File: config.mk
export PLATFORM = sky130hd
export DESIGN_NAME = utf8_latin_case_converter_core
export DESIGN_NICKNAME = d
export VERILOG_FILES = /design/src/design/ulcc_pkg.sv /design/src/design/ulcc_conv.sv /design/src/design/ulcc_outbuf.sv /design/src/design/utf8_latin_case_converter_core.sv
export SDC_FILE = /design/constraint.sdc
export NUM_CORES = 1
export LEC_CHECK = 0
export BUFFER_PORTS_ARGS = -buffer_cell sky130_fd_sc_hd__buf_2
export CAP_MARGIN = 20
export CORE_MARGIN = 2
export CORE_UTILIZATION = 40
export DETAILED_ROUTE_END_ITERATION = 10
export PLACE_DENSITY = 0.63
export SLEW_MARGIN = 20
export SYNTH_ARGS = -nofsm -noshare
export SYNTH_HDL_FRONTEND = slang
export SYNTH_HIERARCHICAL = 1
export SYNTH_SLANG_ARGS = --single-unit
File: constraint.sdc
create_clock -name clk_i -period 4.2 [get_ports clk_i]
set_input_delay 0.21 -clock clk_i [delete_from_list [all_inputs] [get_ports clk_i]]
set_output_delay 0.21 -clock clk_i [all_outputs]
set_load 0.005 [all_outputs]
File: src/design/ulcc_pkg.sv
// Shared types, constants and case mapping functions for the UTF-8
// Latin case converter. No dependencies.
package ulcc_pkg;

  localparam int unsigned MaxRes = 4;

  localparam logic [7:0] LeadMin   = 8'h80;
  localparam logic [7:0] Lead3Min  = 8'hE0;
  localparam logic [7:0] Lead4Min  = 8'hF0;
  localparam logic [7:0] ContMask  = 8'hC0;
  localparam logic [7:0] ContBits  = 8'h80;
  localparam logic [8:0] CpDotlessI = 9'h131;
  localparam logic [8:0] CpKra      = 9'h138;
  localparam logic [8:0] CpApostN   = 9'h149;

  // Results of one item: up to four bytes, a count and the string end flag
  typedef struct packed {
    logic [MaxRes-1:0][7:0] bytes;
    logic [2:0]             cnt;
    logic                   str_last;
  } res_t;

  // Lower to upper within U+00C0..U+017F, zero when there is no pair
  function automatic logic [8:0] up_map(input logic [8:0] c);
    logic [8:0] r;
    r = '0;
    if (c >= 9'h0E0 && c <= 9'h0FE && c != 9'h0F7) r = c - 9'h020;
    else if (c == 9'h0FF) r = 9'h178;
    else if (c >= 9'h101 && c <= 9'h12F && c[0]) r = c - 9'h001;
    else if (c >= 9'h133 && c <= 9'h137 && c[0]) r = c - 9'h001;
    else if (c >= 9'h13A && c <= 9'h148 && !c[0]) r = c - 9'h001;
    else if (c >= 9'h14B && c <= 9'h177 && c[0]) r = c - 9'h001;
    else if (c >= 9'h17A && c <= 9'h17E && !c[0]) r = c - 9'h001;
    return r;
  endfunction

  // Upper to lower within U+00C0..U+017F, zero when there is no pair
  function automatic logic [8:0] down_map(input logic [8:0] u);
    logic [8:0] r;
    r = '0;
    if (u >= 9'h0C0 && u <= 9'h0DE && u != 9'h0D7) r = u + 9'h020;
    else if (u == 9'h178) r = 9'h0FF;
    else if (u >= 9'h100 && u <= 9'h12E && !u[0]) r = u + 9'h001;
    else if (u >= 9'h132 && u <= 9'h136 && !u[0]) r = u + 9'h001;
    else if (u >= 9'h139 && u <= 9'h147 && u[0]) r = u + 9'h001;
    else if (u >= 9'h14A && u <= 9'h176 && !u[0]) r = u + 9'h001;
    else if (u >= 9'h179 && u <= 9'h17D && u[0]) r = u + 9'h001;
    return r;
  endfunction

endpackage

File: src/design/ulcc_conv.sv
// Group tracking and case conversion for one byte per beat.
// Depends on ulcc_pkg (res_t, up_map, down_map).
module ulcc_conv (
  input  logic            clk_i,
  input  logic            rst_ni,
  input  logic            fire_i,
  input  logic [7:0]      byte_i,
  input  logic            last_i,
  input  logic            upcase_i,
  output ulcc_pkg::res_t  res_o
);
  import ulcc_pkg::*;

  logic [2:0][7:0] held_q, held_d;
  logic [1:0]      held_count_q, held_count_d;
  logic [2:0]      glen_q, glen_d;

  logic [3:0][7:0] g;
  logic [7:0]      asc;
  logic [2:0]      lead_len;
  logic [2:0]      grp_cnt;
  logic [8:0]      cp, mapped;
  logic            pair_ok;

  // Bytes of the open group followed by this byte
  always_comb begin
    for (int i = 0; i < 3; i++) begin
      g[i] = (2'(i) < held_count_q) ? held_q[i] : byte_i;
    end
    g[3] = byte_i;
  end

  assign grp_cnt = {1'b0, held_count_q} + 3'd1;

  // ASCII letter conversion
  always_comb begin
    asc = byte_i;
    if (upcase_i && byte_i >= 8'h61 && byte_i <= 8'h7A) asc = byte_i - 8'h20;
    else if (!upcase_i && byte_i >= 8'h41 && byte_i <= 8'h5A) asc = byte_i + 8'h20;
  end

  // Group length from the lead byte
  always_comb begin
    if (byte_i < Lead3Min)      lead_len = 3'd2;
    else if (byte_i < Lead4Min) lead_len = 3'd3;
    else                        lead_len = 3'd4;
  end

  // Two byte code point lookup
  assign pair_ok = (held_count_q == 2'd1) && (held_q[0] >= 8'hC3) && (held_q[0] <= 8'hC5)
                   && ((byte_i & ContMask) == ContBits);
  assign cp      = {held_q[0][2:0], byte_i[5:0]};
  assign mapped  = upcase_i ? up_map(cp) : down_map(cp);

  // Next state and results
  always_comb begin
    held_d         = held_q;
    held_count_d   = held_count_q;
    glen_d         = glen_q;
    res_o.bytes    = g;
    res_o.cnt      = grp_cnt;
    res_o.str_last = last_i;

    if (held_count_q == 2'd0) begin
      if (byte_i < LeadMin) begin
        res_o.bytes[0] = asc;
        res_o.cnt      = 3'd1;
      end else begin
        held_d[0]    = byte_i;
        held_count_d = 2'd1;
        glen_d       = lead_len;
        if (last_i) begin
          held_count_d = 2'd0;
          glen_d       = 3'd1;
        end else begin
          res_o.cnt = 3'd0;
        end
      end
    end else if (grp_cnt >= glen_q) begin
      // group complete: replace if it is a known pair
      held_count_d = 2'd0;
      glen_d       = 3'd1;
      if (pair_ok) begin
        if (upcase_i && cp == CpDotlessI) begin
          res_o.bytes[0] = 8'h49;
          res_o.cnt      = 3'd1;
        end else if (upcase_i && cp == CpKra) begin
          res_o.bytes[0] = 8'h4B;
          res_o.cnt      = 3'd1;
        end else if (upcase_i && cp == CpApostN) begin
          res_o.bytes[0] = 8'hCA;
          res_o.bytes[1] = 8'hBC;
          res_o.bytes[2] = 8'h4E;
          res_o.cnt      = 3'd3;
        end else if (mapped != 9'd0) begin
          res_o.bytes[0] = 8'hC0 | {5'd0, mapped[8:6]};
          res_o.bytes[1] = 8'h80 | {2'd0, mapped[5:0]};
          res_o.cnt      = 3'd2;
        end
      end
    end else begin
      // still collecting; a string end flushes the partial group
      for (int i = 0; i < 3; i++) begin
        if (2'(i) == held_count_q) held_d[i] = byte_i;
      end
      held_count_d = held_count_q + 2'd1;
      if (last_i) begin
        held_count_d = 2'd0;
        glen_d       = 3'd1;
      end else begin
        res_o.cnt = 3'd0;
      end
    end
  end

  // Group state
  always_ff @(posedge clk_i or negedge rst_ni) begin
    if (!rst_ni) begin
      held_count_q <= 2'd0;
      glen_q       <= 3'd1;
    end else if (fire_i) begin
      held_count_q <= held_count_d;
      glen_q       <= glen_d;
    end
  end

  // Held bytes carry no reset
  always_ff @(posedge clk_i) begin
    if (fire_i) begin
      held_q <= held_d;
    end
  end

endmodule

File: src/design/ulcc_outbuf.sv
// Result register that hands out up to four bytes, one per beat.
// Depends on ulcc_pkg (res_t, MaxRes).
module ulcc_outbuf (
  input  logic            clk_i,
  input  logic            rst_ni,
  input  logic            load_i,
  input  ulcc_pkg::res_t  res_i,
  output logic            free_o,
  output logic            out_valid_o,
  input  logic            out_ready_i,
  output logic [7:0]      out_byte_o,
  output logic            run_last_o,
  output logic            string_end_o
);
  import ulcc_pkg::*;

  logic [MaxRes-1:0][7:0] bytes_q;
  logic [2:0]             rem_q;
  logic [1:0]             pos_q;
  logic                   str_q;
  logic                   out_fire;

  assign out_valid_o  = (rem_q != 3'd0);
  assign out_fire     = out_valid_o && out_ready_i;
  assign free_o       = (rem_q == 3'd0) || (rem_q == 3'd1 && out_ready_i);
  assign out_byte_o   = bytes_q[pos_q];
  assign run_last_o   = (rem_q == 3'd1);
  assign string_end_o = (rem_q == 3'd1) && str_q;

  // Remaining count and read position
  always_ff @(posedge clk_i or negedge rst_ni) begin
    if (!rst_ni) begin
      rem_q <= 3'd0;
      pos_q <= 2'd0;
    end else if (load_i) begin
      rem_q <= res_i.cnt;
      pos_q <= 2'd0;
    end else if (out_fire) begin
      rem_q <= rem_q - 3'd1;
      pos_q <= pos_q + 2'd1;
    end
  end

  // Result bytes
  always_ff @(posedge clk_i) begin
    if (load_i) begin
      bytes_q <= res_i.bytes;
      str_q   <= res_i.str_last;
    end
  end

endmodule

File: src/design/utf8_latin_case_converter_core.sv
// Top level of the UTF-8 Latin-1 / Latin Extended-A case converter.
// Depends on ulcc_pkg, ulcc_conv and ulcc_outbuf.
//
//   channel   direction  handshake              payload
//   in        input      in_valid_i/in_ready_o  in_byte_i, string_last_i
//   out       output     out_valid_o/out_ready_i out_byte_o, run_last_o, string_end_o
//   cfg       input      cfg_we_i               cfg_upcase_i
//
// One input beat per cycle while each byte yields at most one result and the output
// is not stalled; an item yielding several bytes holds the single-byte output port
// until all its bytes have gone out. Each byte passes the input register, then its
// result the result register. Reset clears the group state and selects upper case.
// Output stalls back up through the result register into the input register.
module utf8_latin_case_converter_core (
  input  logic       clk_i,
  input  logic       rst_ni,
  input  logic       cfg_we_i,
  input  logic       cfg_upcase_i,
  input  logic       in_valid_i,
  output logic       in_ready_o,
  input  logic [7:0] in_byte_i,
  input  logic       string_last_i,
  output logic       out_valid_o,
  input  logic       out_ready_i,
  output logic [7:0] out_byte_o,
  output logic       run_last_o,
  output logic       string_end_o
);
  import ulcc_pkg::*;

  logic       upcase_q;
  logic       inq_valid_q;
  logic [7:0] inq_byte_q;
  logic       inq_last_q;
  logic       buf_free;
  logic       proc_fire;
  logic       in_fire;
  res_t       res;

  assign proc_fire  = inq_valid_q && buf_free;
  assign in_ready_o = !inq_valid_q || buf_free;
  assign in_fire    = in_valid_i && in_ready_o;

  // Direction register
  always_ff @(posedge clk_i or negedge rst_ni) begin
    if (!rst_ni) begin
      upcase_q <= 1'b1;
    end else if (cfg_we_i) begin
      upcase_q <= cfg_upcase_i;
    end
  end

  // Input register valid
  always_ff @(posedge clk_i or negedge rst_ni) begin
    if (!rst_ni) begin
      inq_valid_q <= 1'b0;
    end else if (in_fire) begin
      inq_valid_q <= 1'b1;
    end else if (proc_fire) begin
      inq_valid_q <= 1'b0;
    end
  end

  // Input register payload
  always_ff @(posedge clk_i) begin
    if (in_fire) begin
      inq_byte_q <= in_byte_i;
      inq_last_q <= string_last_i;
    end
  end

  ulcc_conv u_conv (
    .clk_i    (clk_i),
    .rst_ni   (rst_ni),
    .fire_i   (proc_fire),
    .byte_i   (inq_byte_q),
    .last_i   (inq_last_q),
    .upcase_i (upcase_q),
    .res_o    (res)
  );

  ulcc_outbuf u_outbuf (
    .clk_i        (clk_i),
    .rst_ni       (rst_ni),
    .load_i       (proc_fire),
    .res_i        (res),
    .free_o       (buf_free),
    .out_valid_o  (out_valid_o),
    .out_ready_i  (out_ready_i),
    .out_byte_o   (out_byte_o),
    .run_last_o   (run_last_o),
    .string_end_o (string_end_o)
  );

endmodule

# == Yosys cells after proc, flatten, opt, wreduce, memory -nomap -nowiden ==
# Index checks and enable logic that the tools add are counted.
# word_totals
regBits,78
latch_bits,0
ramBits,0
rom_bits,0
inputBits,15
word_cells,193
n_memories,0
# op_classes
addsub,10
n_mul,0
n_div,0
n_lt_le_gt_ge,38
eq_ne,13
shift,0
muxes,57
bitwise,3
reduce_logical,56
# op_table
op,count
9-bit 2-to-1 mux,15
9-bit >= comparator (second input constant),10
9-bit less-or-equal comparator (second input constant),10
8-bit 2-to-1 mux,10
16-bit 2-to-1 mux,3
1-bit logical AND,39
19-bit 2-to-1 mux,2
9-bit == test (second input constant),4
3-bit 2-to-1 mux,12
11-bit 2-to-1 mux,3
27-bit 2-to-1 mux,1
8-bit < comparator (second input constant),3
24-bit 2-to-1 mux,1
9-bit by 8-bit >= comparator with 1-bit output (second input constant),2
9-bit by 8-bit less-or-equal comparator with 1-bit output (second input constant),2
9-bit by 8-bit != test with 1-bit output (second input constant),2
8-bit binary-select mux with 2-bit select,1
8-bit by 7-bit >= comparator with 1-bit output (second input constant),2
8-bit by 7-bit less-or-equal comparator with 1-bit output (second input constant),2
2-bit 2-to-1 mux,6
9-bit by 1-bit adder with 9-bit output (second input constant),1
9-bit by 6-bit adder with 9-bit output (second input constant),1
9-bit by 8-bit == test with 1-bit output (second input constant),1
9-bit nonzero test,1
30 further kinds,43

# == Longest topological paths before layout ==
# logic_depth
word_depth,20
ltp_mapped,17

# == By module ==
# Netlist, hierarchy kept.
# by_module_without_submodules
module,instances,cells_each,area_per_inst_um2,seq_area_each_um2
ulcc_conv,1,444,3518.4,847.1
ulcc_outbuf,1,82,1522.7,1116.1
utf8_latin_case_converter_core,1,16,371.6,321.6

# == Worst setup path before layout ==
# No wires, ideal clock.
# synth_timing
path_type,register -> register
start,register inq_byte_q[5]
end,register u_outbuf.rem_q[0]
arrival_time_ns,3.563
required_ns,4.134
setup_slack_ns,0.571
stages_incl_launch_ff,17
path_buffers,2
path_cell_list,edfxtp_1 -> buf_2 -> clkinv_1 -> ha_1 -> clkbuf_1 -> o211ai_1 -> a31oi_1 -> o31ai_1 -> a32oi_1 -> o21ai_1 -> o22ai_1 -> a311oi_1 -> nand4_4 -> o211ai_1 -> o21a_1 -> nand2b_1 -> o31a_1
# synth_rtl
element,line,text
from (decl),utf8_latin_case_converter_core.sv:33,logic [7:0] inq_byte_q;
from (signal assigned),utf8_latin_case_converter_core.sv:67,inq_byte_q <= in_byte_i;
to (signal assigned),ulcc_outbuf.sv:36,rem_q <= res_i.cnt;
to (signal assigned),ulcc_outbuf.sv:39,rem_q <= rem_q - 3'd1;
to (decl),ulcc_outbuf.sv:18,logic [2:0] rem_q;

==> impl_results.md <==
- Outcome: completed
- CP required: around 4400 ps
- Max cap viols: 0
- Slew HR: a little under half
- Die ar.: 14500 um^2
- RSZ-0062 raised after global routing: no
- Synth Register Bits: 78
- CP max FO: 15
- Die Wd: approximately 120 um
- Seq/Total Area, Yosys: 42.2%
- Pleak: approximately 2.2 nW
- Commonest non-fill, non-tap cell in the layout: edfxtp_1
- Fraction of registers with async set/reset: 15.4%
- Post-synth EDFFs: 66
- Via count: approximately 4600
- Top FF cell, synth: edfxtp_1
- Worst Min Path Start: in_byte_i[2]
- Type of the tightest min-delay check: in2reg
- CP Data Arrival Time: between 4000 and 5000 ps
- Mapped Cells: about 540
- CP Buf/Inv Count: 1
- Crit. End Element: flip-flop
- Clock Root Buffer: clkbuf_16
- First-pass GRT wire length: roughly 24 mm
- CTS resizes: 0
- Fmax: roughly 260 MHz
- Max stage delay on crit path: roughly 740 ps
- CTS tree: yes
- Crit-path cells: buf_4 -> nor2_1 -> and4_1 -> o311ai_0 -> o22ai_1 -> nor2_1 -> nand2_1 -> a2111oi_4 -> nand4_4 -> o21ai_2 -> nand2_1 -> nor2b_1 -> a21oi_1
- Slowest cell on crit path: edfxtp_1
- Setup violations, final: 0
- Core Region: ~13000 um^2
- Port bufs: 26
- All-Layer GR Usage: 21.3%
- Post-Synthesis Cell Area: around 5400 um^2
- Final Cycle Share: 93.2%
- Crit-path leading delay family: compound AO/OA/AOI/OAI gates
- Fin. Hold Viols: 0
- Worst skew pair latency: ~340 ps
- Chip height: approximately 120 um
- Synth-to-Final Area Change: 11.7%
- First DRT Iteration DRCs: approximately 400
- Net Count, Synth: 582
- CTS Sinks: 78
- Layout cell share with drive strength beyond 1: between 10% and 20%
- Antenna-violating nets left: 0
- Antenna diodes: 0
- Number of iterations in the first detailed-routing pass: 5
- Largest net degree at the start of global routing: 37
- Vias per inst: 6.17
- Total Routed Length: approximately 15 mm
- # rows: 42
- Setup CP Type: reg2reg
- CTS buffer count: 9
- Antenna violations before repair: 0
- R2r startpoint: inq_byte_q[4]$_DFFE_PP_
- Clk pin slew, worst setup/hold paths: ~60 ps
- Routability cong.: a little over 0.9
- Final nets: about 600
- Htree depth: 3
- Syn_area_per_cell: approximately 10 um^2
- Pwr per Cell Area: 639 nW/um^2
- Total congestion overflow: 0
- Startpoint types: flip-flop
- Starting density of the core: between 40% and 50%
- Most frequent cells in the layout: edfxtp_1 (66), nand2_1 (49), nor2_1 (39)
- Peak VDD IR: about 0.31 mV
- Max Slew Vio Count: 0
- Number of unique standard cell types used by synthesis: 81
- Vias in the first global route: 4244
- # IOs: 27
- # DRC: 0
- Setup TNS: 0 ps
- Tmin final: 3910 ps
- Synth Warn #: 6
- Worst Max-Slew Pin Slew: about 810 ps
- HPWL after DPL: approximately 11 mm
- WL/cell: just over 20 um
- CP startpoint: inq_byte_q[4]$_DFFE_PP_
- CTS Buffer Depth: 2
- Total power: between 3 and 4 mW
- Fin Clk Skew: ~4.0 ps
## final timing paths
check                                           endpoint  slack [ps]  cells after the start
hold / removal                   inq_byte_q[2]$_DFFE_PP_          50                      1
max in group asynchronous   u_conv/glen_q[0]$_DFFE_PN1P_        3650                      2
hold reg to reg                 u_outbuf/str_q$_DFFE_PP_         500                      0
setup reg to reg           u_outbuf/rem_q[1]$_DFFE_PN0P_         290                     13
setup / recovery           u_outbuf/rem_q[1]$_DFFE_PN0P_         290                     13
min in group asynchronous  u_outbuf/rem_q[2]$_DFFE_PN0P_         280                      2
## what timing repair did
action / CTS / global route
endpoints found under the hold margin: 10 / 0
buffers inserted: 0 / 0
hold buffers: 1 / 0
setup endpoints to repair: 0 / 0
## sequential cells by signal, indices dropped and copies added, names as in the netlist
name	cells
inq_byte_q	8
inq_valid_q	1
u_outbuf/bytes_q	32
upcase_q	1
u_outbuf/pos_q	2
u_conv/held_count_q	2
u_conv/glen_q	3
u_outbuf/str_q	1
u_conv/cp	3
u_conv/held_q	21
u_outbuf/rem_q	3
inq_last_q	1
## per-stage QoR
stage          setup WS [ps]  cells  area [um^2]  hold WS, ps  utilization, %
2_1_floorplan            571    542         5410        -85.6               -
3_5_place_dp             354    728         5740          111            43.4
6_report                 287    745         6040         47.2            45.6
3_3_place_gp             215    728         5740          114            43.4
5_1_grt                 62.1    745         6040         29.9            45.6
4_1_cts                  303    745         6040         35.3            45.6
## per-layer routing
| metal | part of all wire [%] | vias to the layer above | global-route usage (%) | wire length [um] |
|---|---|---|---|---|
| li1 | - | 2111 | - | - |
| met1 | 46 | 2259 | 30.8 | 6990 |
| met2 | 46 | 203 | 33.4 | 7060 |
| met3 | 6.0 | 22 | 3.54 | 909 |
| met4 | 1.5 | 0 | 5.09 | 235 |
| met5 | 0 | - | 0 | 0 |
## area by class of cell
class	instances	area, um^2
timing repair buffer	56	358
multi-input combinational	393	2790
clock inverter	5	58.8
inverter	26	97.6
tap	176	220
fill	1265	7200
sequential	78	2280
clock buffer	11	233
## cell families (layout without fill, tap and decap cells)
group	count (synthesis)	in the layout	share of synthesized area, %
buffers and inverters	71	98	6.24
multiplexers	29	29	7.47
AO/OA/AOI/OAI	150	150	19.7
adder cells (fa/ha/maj)	25	25	5.78
XOR/XNOR	6	6	0.971
AND/OR/NAND/NOR	183	183	17.6
flip-flops	78	78	42.2
## report_power, final
group | switching, mW | leakage [nW] | internal, mW
registers | 0.199 | 0.758 | 1.18
logic | 1.01 | 1.34 | 0.711
clock network | 0.304 | 0.136 | 0.461
## Yosys cell counts, types with 6 or more instances
cell      instances  share of area (%)
edfxtp_1         66                 37
nand2_1          49                3.4
nor2_1           39                2.7
a21oi_1          28                2.6
o21ai_0          28                2.6
ha_1             25                5.8
inv_1            23                1.6
clkbuf_1         18                1.2
mux2i_1          16                3.0
nand3_1          16                1.5
nor3_1           13                1.2
buf_2            12                1.1
a31oi_1          11                1.3
buf_4            11                1.5
and3_1           10                1.2
dfrtp_1          10                4.6
nand2b_1         10                1.2
and2_1            8               0.92
mux4_2            7                2.9
nand4_1           7               0.81
o211ai_1          7               0.97
o31ai_1           7               0.97
nor2b_1           6               0.69
o22ai_1           6               0.69
xnor2_1           6               0.97
Power figures use the tool's default switching activity.
